==> config.mk <==
export PLATFORM = sky130hd
export DESIGN_NAME = fir_filter_circular
export DESIGN_NICKNAME = d
export VERILOG_FILES = /design/src/rtl/fir_pkg.sv /design/src/rtl/fir_ram.sv /design/src/rtl/fir_front.sv /design/src/rtl/fir_mac.sv /design/src/rtl/fir_filter_circular.sv
export SDC_FILE = /design/constraint.sdc
export NUM_CORES = 2
export LEC_CHECK = 0
export BUFFER_PORTS_ARGS = -buffer_cell sky130_fd_sc_hd__buf_2
export CELL_PAD_IN_SITES_DETAIL_PLACEMENT = 0
export CELL_PAD_IN_SITES_GLOBAL_PLACEMENT = 1
export CORE_MARGIN = 3
export CORE_UTILIZATION = 55
export CTS_BUF_LIST = sky130_fd_sc_hd__clkbuf_4
export DETAILED_ROUTE_END_ITERATION = 8
export PLACE_DENSITY_LB_ADDON = 0.15
export SYNTH_ARGS = -nofsm -noshare
export SYNTH_HDL_FRONTEND = slang
export SYNTH_HIERARCHICAL = 1
export SYNTH_SLANG_ARGS = --single-unit
==> constraint.sdc <==
create_clock -name clk -period 9.1 [get_ports clk]
set_clock_uncertainty 0.05 [all_clocks]
set_input_delay 1.82 -clock clk [delete_from_list [all_inputs] [get_ports clk]]
set_output_delay 1.82 -clock clk [all_outputs]
set_load 0.02 [all_outputs]
==> src/rtl/fir_pkg.sv <==
`timescale 1ns / 1ps
// fir_pkg: shared constants, types and codes of the circular fir filter
// used by fir_front, fir_mac and fir_filter_circular; no dependencies
package fir_pkg;

    localparam int TAP_SLOTS    = 32;
    localparam int SAMPLE_WIDTH = 16;
    localparam int COEFF_WIDTH  = 16;
    localparam int FRAC_BITS    = COEFF_WIDTH - 1;
    localparam int TAP_W        = $clog2(TAP_SLOTS);
    localparam int CFG_W        = 6;
    localparam int MODE_W       = 2;
    localparam int PROD_W       = SAMPLE_WIDTH + COEFF_WIDTH;
    localparam int ACC_W        = PROD_W + TAP_W;
    localparam int IN_TDATA_W   = ((SAMPLE_WIDTH + TAP_W + COEFF_WIDTH + 7) / 8) * 8;
    localparam int OUT_TDATA_W  = ((SAMPLE_WIDTH + 7) / 8) * 8;
    localparam int QUEUE_DEPTH  = 2;
    localparam int QPTR_W       = (QUEUE_DEPTH > 1) ? $clog2(QUEUE_DEPTH) : 1;
    localparam int QCNT_W       = $clog2(QUEUE_DEPTH + 1);

    localparam logic [MODE_W-1:0] MODE_FILTER = 2'd0;
    localparam logic [MODE_W-1:0] MODE_COEFF  = 2'd1;
    localparam logic [MODE_W-1:0] MODE_CLEAR  = 2'd2;

    typedef enum logic [1:0] {
        OP_FILTER,
        OP_COEFF,
        OP_CLEAR
    } fir_op_t;

    typedef enum logic [1:0] {
        ST_IDLE,
        ST_RUN,
        ST_DRAIN,
        ST_FINISH
    } fir_state_t;

    typedef struct packed {
        fir_op_t                  op;
        logic [SAMPLE_WIDTH-1:0]  sample;
        logic [TAP_W-1:0]         index;
        logic [COEFF_WIDTH-1:0]   coeff;
    } fir_cmd_t;

endpackage

==> src/rtl/fir_ram.sv <==
`timescale 1ns / 1ps
// fir_ram: generic single-write, single-read ram with registered read data
// no dependencies
module fir_ram #(
    parameter int WIDTH = 16,
    parameter int DEPTH = 32
) (
    input  logic                     clk,
    input  logic                     we,
    input  logic [$clog2(DEPTH)-1:0] waddr,
    input  logic [WIDTH-1:0]         wdata,
    input  logic [$clog2(DEPTH)-1:0] raddr,
    output logic [WIDTH-1:0]         rdata
);

    logic [WIDTH-1:0] mem [DEPTH];

    always_ff @(posedge clk)
    begin
        if (we)
        begin
            mem[waddr] <= wdata;
        end
        rdata <= mem[raddr];
    end

endmodule

==> src/rtl/fir_front.sv <==
`timescale 1ns / 1ps
// fir_front: accepts input words, decodes the mode and queues commands
// depends on fir_pkg
module fir_front (
    input  logic                             clk,
    input  logic                             rst_n,
    input  logic                             s_axis_tvalid,
    output logic                             s_axis_tready,
    input  logic [fir_pkg::IN_TDATA_W-1:0]   s_axis_tdata,  // sample, coeff_index, coeff_value
    input  logic [fir_pkg::MODE_W-1:0]       s_axis_tuser,  // mode
    output logic                             cmd_valid,
    input  logic                             cmd_ready,
    output fir_pkg::fir_cmd_t                cmd
);
    import fir_pkg::*;

    fir_cmd_t            q_reg [QUEUE_DEPTH];
    logic [QPTR_W-1:0]   wr_ptr_reg, wr_ptr_next;
    logic [QPTR_W-1:0]   rd_ptr_reg, rd_ptr_next;
    logic [QCNT_W-1:0]   count_reg, count_next;
    fir_cmd_t            dec;
    logic                keep;
    logic                push;
    logic                pop;

    always_comb
    begin
        dec.sample = s_axis_tdata[SAMPLE_WIDTH-1:0];
        dec.index  = s_axis_tdata[SAMPLE_WIDTH +: TAP_W];
        dec.coeff  = s_axis_tdata[SAMPLE_WIDTH+TAP_W +: COEFF_WIDTH];
        dec.op     = OP_FILTER;
        keep       = 1'b1;
        unique case (s_axis_tuser)
            MODE_FILTER: dec.op = OP_FILTER;
            MODE_COEFF:  dec.op = OP_COEFF;
            MODE_CLEAR:  dec.op = OP_CLEAR;
            default:     keep = 1'b0;
        endcase
    end

    assign s_axis_tready = (count_reg != QCNT_W'(QUEUE_DEPTH));
    assign cmd_valid     = (count_reg != '0);
    assign cmd           = q_reg[rd_ptr_reg];
    assign push          = s_axis_tvalid && s_axis_tready && keep;
    assign pop           = cmd_valid && cmd_ready;

    always_comb
    begin
        wr_ptr_next = wr_ptr_reg;
        rd_ptr_next = rd_ptr_reg;
        count_next  = count_reg;
        if (push)
        begin
            wr_ptr_next = (wr_ptr_reg == QPTR_W'(QUEUE_DEPTH - 1)) ? '0 : wr_ptr_reg + 1'b1;
        end
        if (pop)
        begin
            rd_ptr_next = (rd_ptr_reg == QPTR_W'(QUEUE_DEPTH - 1)) ? '0 : rd_ptr_reg + 1'b1;
        end
        if (push && !pop)
        begin
            count_next = count_reg + 1'b1;
        end
        else if (pop && !push)
        begin
            count_next = count_reg - 1'b1;
        end
    end

    always_ff @(posedge clk or negedge rst_n)
    begin
        if (!rst_n)
        begin
            wr_ptr_reg <= '0;
            rd_ptr_reg <= '0;
            count_reg  <= '0;
        end
        else
        begin
            wr_ptr_reg <= wr_ptr_next;
            rd_ptr_reg <= rd_ptr_next;
            count_reg  <= count_next;
        end
    end

    always_ff @(posedge clk)
    begin
        if (push)
        begin
            q_reg[wr_ptr_reg] <= dec;
        end
    end

endmodule

==> src/rtl/fir_mac.sv <==
`timescale 1ns / 1ps
// fir_mac: executes queued commands; tap store, sample ring and shared mac
// depends on fir_pkg and fir_ram
module fir_mac (
    input  logic                             clk,
    input  logic                             rst_n,
    input  logic                             cmd_valid,
    output logic                             cmd_ready,
    input  fir_pkg::fir_cmd_t                cmd,
    input  logic                             cfg_wen,
    input  logic [fir_pkg::CFG_W-1:0]        cfg_wdata,
    output logic                             m_axis_tvalid,
    input  logic                             m_axis_tready,
    output logic [fir_pkg::OUT_TDATA_W-1:0]  m_axis_tdata,  // filtered
    output logic                             m_axis_tuser   // saturated
);
    import fir_pkg::*;

    fir_state_t                state_reg, state_next;
    logic [CFG_W-1:0]          tap_count_reg, tap_count_next;
    logic [TAP_W-1:0]          wp_reg, wp_next;
    logic [TAP_W-1:0]          i_reg, i_next;
    logic [TAP_W-1:0]          pos_reg, pos_next;
    logic [TAP_SLOTS-1:0]      hist_valid_reg, hist_valid_next;
    logic [TAP_SLOTS-1:0]      coeff_valid_reg, coeff_valid_next;
    logic                      rd_v_reg;
    logic                      hv_reg;
    logic                      cv_reg;
    logic                      prod_v_reg;
    logic signed [PROD_W-1:0]  prod_reg;
    logic signed [ACC_W-1:0]   acc_reg;
    logic                      out_valid_reg, out_valid_next;
    logic [SAMPLE_WIDTH-1:0]   out_data_reg;
    logic                      out_sat_reg;

    logic                      issue;
    logic                      hist_we;
    logic                      coeff_we;
    logic                      acc_clr;
    logic                      out_load;
    logic                      cfg_ok;
    logic [SAMPLE_WIDTH-1:0]   hist_rdata;
    logic [COEFF_WIDTH-1:0]    coeff_rdata;
    logic signed [SAMPLE_WIDTH-1:0] smp;
    logic signed [COEFF_WIDTH-1:0]  cf;
    logic signed [ACC_W-1:0]   rsum;
    logic [ACC_W-FRAC_BITS-SAMPLE_WIDTH:0] top_bits;
    logic                      ovf;
    logic [SAMPLE_WIDTH-1:0]   res_data;

    fir_ram #(
        .WIDTH (SAMPLE_WIDTH),
        .DEPTH (TAP_SLOTS)
    ) u_hist (
        .clk   (clk),
        .we    (hist_we),
        .waddr (wp_reg),
        .wdata (cmd.sample),
        .raddr (pos_reg),
        .rdata (hist_rdata)
    );

    fir_ram #(
        .WIDTH (COEFF_WIDTH),
        .DEPTH (TAP_SLOTS)
    ) u_coeff (
        .clk   (clk),
        .we    (coeff_we),
        .waddr (cmd.index),
        .wdata (cmd.coeff),
        .raddr (i_reg),
        .rdata (coeff_rdata)
    );

    // round half up, floor shift, saturate
    assign rsum     = acc_reg + ACC_W'(1 << (FRAC_BITS - 1));
    assign top_bits = rsum[ACC_W-1:FRAC_BITS+SAMPLE_WIDTH-1];
    assign ovf      = !((&top_bits) || !(|top_bits));
    assign res_data = ovf ? (rsum[ACC_W-1] ? {1'b1, {(SAMPLE_WIDTH-1){1'b0}}}
                                           : {1'b0, {(SAMPLE_WIDTH-1){1'b1}}})
                          : rsum[FRAC_BITS +: SAMPLE_WIDTH];

    assign cfg_ok = cfg_wen && (cfg_wdata != '0) && (cfg_wdata <= CFG_W'(TAP_SLOTS));

    always_comb
    begin
        state_next       = state_reg;
        tap_count_next   = tap_count_reg;
        wp_next          = wp_reg;
        i_next           = i_reg;
        pos_next         = pos_reg;
        hist_valid_next  = hist_valid_reg;
        coeff_valid_next = coeff_valid_reg;
        issue            = 1'b0;
        hist_we          = 1'b0;
        coeff_we         = 1'b0;
        acc_clr          = 1'b0;
        out_load         = 1'b0;
        cmd_ready        = 1'b0;
        unique case (state_reg)
            ST_IDLE:
            begin
                cmd_ready = 1'b1;
                if (cmd_valid)
                begin
                    unique case (cmd.op)
                        OP_FILTER:
                        begin
                            hist_we                 = 1'b1;
                            hist_valid_next[wp_reg] = 1'b1;
                            i_next                  = '0;
                            pos_next                = wp_reg;
                            acc_clr                 = 1'b1;
                            state_next              = ST_RUN;
                        end
                        OP_COEFF:
                        begin
                            coeff_we                     = 1'b1;
                            coeff_valid_next[cmd.index]  = 1'b1;
                        end
                        OP_CLEAR:
                        begin
                            hist_valid_next = '0;
                            wp_next         = '0;
                        end
                        default:
                        begin
                        end
                    endcase
                end
            end
            ST_RUN:
            begin
                issue = 1'b1;
                if (CFG_W'(i_reg) + 1'b1 == tap_count_reg)
                begin
                    state_next = ST_DRAIN;
                end
                else
                begin
                    i_next   = i_reg + 1'b1;
                    pos_next = (pos_reg == '0) ? TAP_W'(tap_count_reg - 1'b1) : pos_reg - 1'b1;
                end
            end
            ST_DRAIN:
            begin
                if (!rd_v_reg && !prod_v_reg)
                begin
                    state_next = ST_FINISH;
                end
            end
            ST_FINISH:
            begin
                if (!out_valid_reg || m_axis_tready)
                begin
                    out_load   = 1'b1;
                    wp_next    = (CFG_W'(wp_reg) + 1'b1 == tap_count_reg) ? '0 : wp_reg + 1'b1;
                    state_next = ST_IDLE;
                end
            end
            default:
            begin
                state_next = ST_IDLE;
            end
        endcase
        if (cfg_ok)
        begin
            tap_count_next  = cfg_wdata;
            hist_valid_next = '0;
            wp_next         = '0;
        end
    end

    always_comb
    begin
        out_valid_next = out_valid_reg;
        if (out_load)
        begin
            out_valid_next = 1'b1;
        end
        else if (m_axis_tready)
        begin
            out_valid_next = 1'b0;
        end
    end

    always_ff @(posedge clk or negedge rst_n)
    begin
        if (!rst_n)
        begin
            state_reg       <= ST_IDLE;
            tap_count_reg   <= CFG_W'(1);
            wp_reg          <= '0;
            i_reg           <= '0;
            pos_reg         <= '0;
            hist_valid_reg  <= '0;
            coeff_valid_reg <= '0;
            rd_v_reg        <= 1'b0;
            prod_v_reg      <= 1'b0;
            out_valid_reg   <= 1'b0;
        end
        else
        begin
            state_reg       <= state_next;
            tap_count_reg   <= tap_count_next;
            wp_reg          <= wp_next;
            i_reg           <= i_next;
            pos_reg         <= pos_next;
            hist_valid_reg  <= hist_valid_next;
            coeff_valid_reg <= coeff_valid_next;
            rd_v_reg        <= issue;
            prod_v_reg      <= rd_v_reg;
            out_valid_reg   <= out_valid_next;
        end
    end

    // entries never written read as zero
    assign smp = hv_reg ? $signed(hist_rdata) : '0;
    assign cf  = cv_reg ? $signed(coeff_rdata) : '0;

    always_ff @(posedge clk)
    begin
        hv_reg <= hist_valid_reg[pos_reg];
        cv_reg <= coeff_valid_reg[i_reg];
        if (rd_v_reg)
        begin
            prod_reg <= smp * cf;
        end
        if (acc_clr)
        begin
            acc_reg <= '0;
        end
        else if (prod_v_reg)
        begin
            acc_reg <= acc_reg + ACC_W'(prod_reg);
        end
        if (out_load)
        begin
            out_data_reg <= res_data;
            out_sat_reg  <= ovf;
        end
    end

    assign m_axis_tvalid = out_valid_reg;
    assign m_axis_tdata  = OUT_TDATA_W'(out_data_reg);
    assign m_axis_tuser  = out_sat_reg;

    a_wp_in_range: assert property (@(posedge clk) disable iff (!rst_n)
        CFG_W'(wp_reg) < tap_count_reg)
        else $error("write position outside tap count");

    a_tap_count_legal: assert property (@(posedge clk) disable iff (!rst_n)
        (tap_count_reg != '0) && (tap_count_reg <= CFG_W'(TAP_SLOTS)))
        else $error("tap count out of range");

    a_finish_drained: assert property (@(posedge clk) disable iff (!rst_n)
        (state_reg == ST_FINISH) |-> (!rd_v_reg && !prod_v_reg))
        else $error("result formed before mac pipeline drained");

    a_load_shows: assert property (@(posedge clk) disable iff (!rst_n)
        out_load |=> (m_axis_tvalid && (state_reg == ST_IDLE)))
        else $error("result load did not raise output valid");

endmodule

==> src/rtl/fir_filter_circular.sv <==
`timescale 1ns / 1ps
// fir_filter_circular: top level of the programmable-length circular fir filter
// depends on fir_pkg, fir_front, fir_mac (and fir_ram through fir_mac)
//
// input stream: s_axis_tuser carries the mode (filter sample, write coefficient,
// clear history); tdata carries sample, coeff_index and coeff_value. a mode 3
// word is accepted and dropped. words go through a two-entry command queue, so
// the input keeps accepting while the mac engine works.
// output stream: one word per filter sample, tdata = rounded and saturated
// result, tuser = saturation flag. the result sits in an output register; a
// stalled receiver holds it, the engine waits in its final state, and once the
// queue fills, s_axis_tready drops.
// cfg_wen / cfg_wdata write tap_count (1..32, other values ignored); a write
// clears the sample history and write position.
// a filter sample occupies the mac engine while one shared multiplier walks
// the taps, with one read of each ram per tap, then a three-stage drain and
// a round/saturate state. coefficient and clear words are handled in the idle
// state.
// reset clears history, coefficients, position and sets tap_count to 1 at once
// through per-entry valid bits; no clearing pass is needed.
module fir_filter_circular (
    input  logic                             clk,
    input  logic                             rst_n,
    input  logic                             s_axis_tvalid,
    output logic                             s_axis_tready,
    input  logic [fir_pkg::IN_TDATA_W-1:0]   s_axis_tdata,  // sample, coeff_index, coeff_value
    input  logic [fir_pkg::MODE_W-1:0]       s_axis_tuser,  // mode
    output logic                             m_axis_tvalid,
    input  logic                             m_axis_tready,
    output logic [fir_pkg::OUT_TDATA_W-1:0]  m_axis_tdata,  // filtered
    output logic                             m_axis_tuser,  // saturated
    input  logic                             cfg_wen,
    input  logic [fir_pkg::CFG_W-1:0]        cfg_wdata
);
    import fir_pkg::*;

    logic      cmd_valid;
    logic      cmd_ready;
    fir_cmd_t  cmd;

    fir_front u_front (
        .clk           (clk),
        .rst_n         (rst_n),
        .s_axis_tvalid (s_axis_tvalid),
        .s_axis_tready (s_axis_tready),
        .s_axis_tdata  (s_axis_tdata),
        .s_axis_tuser  (s_axis_tuser),
        .cmd_valid     (cmd_valid),
        .cmd_ready     (cmd_ready),
        .cmd           (cmd)
    );

    fir_mac u_mac (
        .clk           (clk),
        .rst_n         (rst_n),
        .cmd_valid     (cmd_valid),
        .cmd_ready     (cmd_ready),
        .cmd           (cmd),
        .cfg_wen       (cfg_wen),
        .cfg_wdata     (cfg_wdata),
        .m_axis_tvalid (m_axis_tvalid),
        .m_axis_tready (m_axis_tready),
        .m_axis_tdata  (m_axis_tdata),
        .m_axis_tuser  (m_axis_tuser)
    );

endmodule
==> results.py <==
metrics = {
    "outcome": {
        "status": "finished, final reports clean",
    },
    "setup_path": {
        "crit_path_frequent_cell": "fa_1",
        "arrival_ps": 8330,
        "cp_max_fo": 25,
        "cp.required_ps": 9930,
        "r2r-start": "u_mac/cv_reg$_DFF_P_",
        "crit_slowest_cell": "dfxtp_1",
        "rr_endpoint": "u_mac/prod_reg[30]$_DFFE_PP_",
        "startpoint": "u_mac/cv_reg$_DFF_P_",
        "cp_cell_sequence": "buf_4 -> and2_1 -> nand2_1 -> fa_1 -> fa_1 -> fa_1 -> fa_1 -> inv_1 -> fa_1 -> inv_1 -> fa_1 -> inv_1 -> ha_1 -> a21o_1 -> a21o_1 -> a221oi_1 -> o211ai_1 -> a21oi_1 -> o41ai_1 -> a21oi_1 -> xnor2_1",
        "path_class": "reg -> reg",
        "crit_path_end_kind": "register",
        "max_stage_delay_ps": 660,
        "rrSetupSlack_ps": 1600,
        "r2r_cells": 21,
        "cp-start-kind": "register",
    },
    "floorplanning": {
        "core_um2": 114700,
        "chipHeight_um": 346.3,
        "die_x_um": 346.3,
        "die-area_um2": 119900,
        "start_util": 0.5554,
        "num_rows": 124,
        "ios": 72,
    },
    "routing": {
        "vias": 37714,
        "viasPerCell": 5.717,
        "drt_iter0_drc": 3108,
        "final_antenna_net_count": 0,
        "drc": 0,
        "dr.pass1.iters": 7,
        "wl_per_cell_um": 22.23,
        "routed_wl_um": 146600,
    },
    "yosys": {
        "synth-edff-count": 1151,
        "ys_types": 86,
        "ys_seq_area_frac": 0.6020,
        "synth_area_leader_cell": "edfxtp_1",
        "synthCells": 4547,
        "postSynthAreaPerCell_um2": 14.00,
        "netlist_top_cells_area": "edfxtp_1, mux2i_1, fa_1, dfrtp_1, ha_1",
        "ys_warn_count": 6,
        "synth_top_area_share": 0.5428,
        "synth_top_flop_cell": "edfxtp_1",
        "syn_nets": 4993,
        "synth_area_um2": 63680,
        "async_reset_ff_frac": 0.07143,
        "ys_top_cells_by_count": "edfxtp_1, mux2i_1, inv_1, nor2_1, nand2_1",
        "ys_ff_latch": 1316,
        "yosysMostFrequentCell": "edfxtp_1",
    },
    "clocking": {
        "cts_resized": 0,
        "clock_latency_ps": 1200,
        "cts_hold_buf": 0,
        "post_cts_buffers": 0,
        "clk_pin_slew_ps": 70,
        "max-clock-path-buffers": 4,
        "cts_buffers": 348,
        "cts_tree": "yes",
        "clock_sinks": 1316,
        "htreeDepth": 5,
        "cts_root_buf": "clkbuf_4",
    },
    "final_layout": {
        "fin_nets": 5296,
        "drive_gt1_frac": 0.1551,
        "multi_input_area_um2": 22750,
        "syn_to_final_growth_pct": 9.091,
        "fill_cells": 9011,
        "seq_area_um2": 38350,
    },
    "sta": {
        "fmaxAchievable_mhz": 133.4,
        "final_hold_viol_count": 0,
        "setup-violations-final": 0,
        "rsz0062_at_grt": "false",
        "slew_headroom": 0.09754,
        "min_period_ps": 7497,
        "tns_ps": 0,
        "maxSlewViolCount": 0,
        "tightest_slew_ps": 1354,
        "period_share": 0.8239,
    },
    "pwr": {
        "power.switching_w": 0.006582,
        "power_w": 0.01892,
        "ir_drop_v": 0.0002498,
        "intPower_w": 0.01234,
        "p_per_area_nw_per_um2": 272.3,
        "switching_share": 0.3479,
        "power_frac_clock": 0.255,
        "seqPwrFrac": 0.430,
        "p_leak_nw": 26.67,
        "combPwrFrac": 0.315,
    },
    "place": {
        "port_buffers": 68,
        "place.gp.congestion": 0.9171,
        "dp_hpwl_um": 90650,
    },
    "global_routing": {
        "antenna_found_initial": 6,
        "first_global_vias": 37729,
        "grt_util_all_layers": 0.2463,
        "grt-ovfl-total": 0,
        "grt_pass1_wl_um": 223600,
        "grt_max_degree": 150,
    },
    "run": {
        "max-cap-violations": 0,
    },
    "worst_hold_path": {
        "holdPathStages": 1,
        "hold_end": "u_mac/coeff_valid_reg[18]$_DFFE_PN0P_",
        "hp-start": "u_mac/coeff_valid_reg[18]$_DFFE_PN0P_",
        "hold_path_class": "reg -> reg",
    },
}
## kinds of logic (layout without fill, tap and decap cells)
| group | Yosys count | in the layout | synth area share |
|---|---|---|---|
| xor+xnor | 97 | 97 | 0.01334 |
| other cells | 0 | 4 | 0 |
| fa+ha+maj | 393 | 393 | 0.1082 |
| mux | 597 | 597 | 0.09869 |
| buf+inv | 541 | 1075 | 0.04150 |
| flops | 1316 | 1316 | 0.6020 |
| compound gates | 633 | 633 | 0.06606 |
| simple gates | 970 | 970 | 0.07014 |
## area by class of cell
type	count	share of cell area
multi-input combinational	2690	0.3274
antenna	4	0.0001441
clock inverter	74	0.005007
timing repair buffer	162	0.01545
tap	1512	0.02723
sequential	1316	0.5520
clock buffer	507	0.05479
inverter	332	0.01794
## critical path, delay by kind of cell (launching register included)
| kind | cells | cell delay (ps) |
|---|---|---|
| adders and majority gates | 7 | 3360 |
| buffers and inverters | 4 | 500 |
| and+or+nand+nor | 2 | 630 |
| AOI/OAI and AO/OA | 7 | 1900 |
| DFF | 1 | 660 |
| xor gates and xnor gates | 1 | 80 |
## placed cells by master, fill, tap and decap left out, drive strengths merged, types with 38 or more instances in the layout
cell,Yosys,layout
a21o,45,45
a21oi,179,179
a22o,66,66
a22oi,129,129
a31oi,38,38
buf,123,162
clkbuf,86,507
clkinv,0,70
dfrtp,93,93
dfxtp,71,71
edfxtp,1151,1151
fa,263,263
ha,130,130
inv,332,333
mux2,47,47
mux2i,530,530
nand2,285,285
nand3,128,128
nand4,39,39
nor2,317,317
nor3,58,58
o21ai,80,80
xnor2,68,68
## per-stage QoR
| step | area, µm² | std cells | hold WS, ps | util | setup WS (ps) |
|---|---|---|---|---|---|
| 2_1_floorplan | 63680 | 4547 | 372.6 | - | 2519 |
| 3_3_place_gp | 65310 | 6012 | 383.4 | 0.5696 | 1648 |
| 3_5_place_dp | 65310 | 6012 | 390.1 | 0.5696 | 1587 |
| 4_1_cts | 69460 | 6593 | 405.3 | 0.6058 | 1556 |
| 5_1_grt | 69470 | 6596 | 414.6 | 0.6059 | 1122 |
| 6_report | 69470 | 6597 | 400.5 | 0.6059 | 1603 |
## power by group through the flow
stage	clock network [W]	logic (W)	registers [W]
2_1_floorplan	0	0.00451	0.00800
3_3_place_gp	0	0.00586	0.00824
3_5_place_dp	0	0.00595	0.00825
4_1_cts	0.00498	0.00597	0.00813
5_1_grt	0.00534	0.00649	0.00819
6_report	0.00483	0.00596	0.00813
## metal layers
layer	share of wire	GRT usage	vias to the layer above	wire length, µm
met1	0.44	0.3538	18761	64660
met5	0	0	-	0
li1	-	-	17402	-
met3	0.070	0.04681	218	10230
met2	0.46	0.3785	1333	67910
met4	0.026	0.09015	0	3838
## worst max-delay path by stage
| stage | slack (ps) | endpoint | cells after the start |
|---|---|---|---|
| global placement | 1650 | u_mac/prod_reg[30]$_DFFE_PP_ | 20 |
| detailed placement | 1590 | u_mac/prod_reg[30]$_DFFE_PP_ | 20 |
| global route | 1120 | u_mac/prod_reg[30]$_DFFE_PP_ | 22 |
| CTS | 1560 | u_mac/prod_reg[31]$_DFFE_PP_ | 23 |
| floorplan | 2520 | u_mac/prod_reg[31]$_DFFE_PP_ | 25 |
| finish | 1600 | u_mac/prod_reg[30]$_DFFE_PP_ | 21 |
Note: power is estimated with default switching activity, not from simulation.
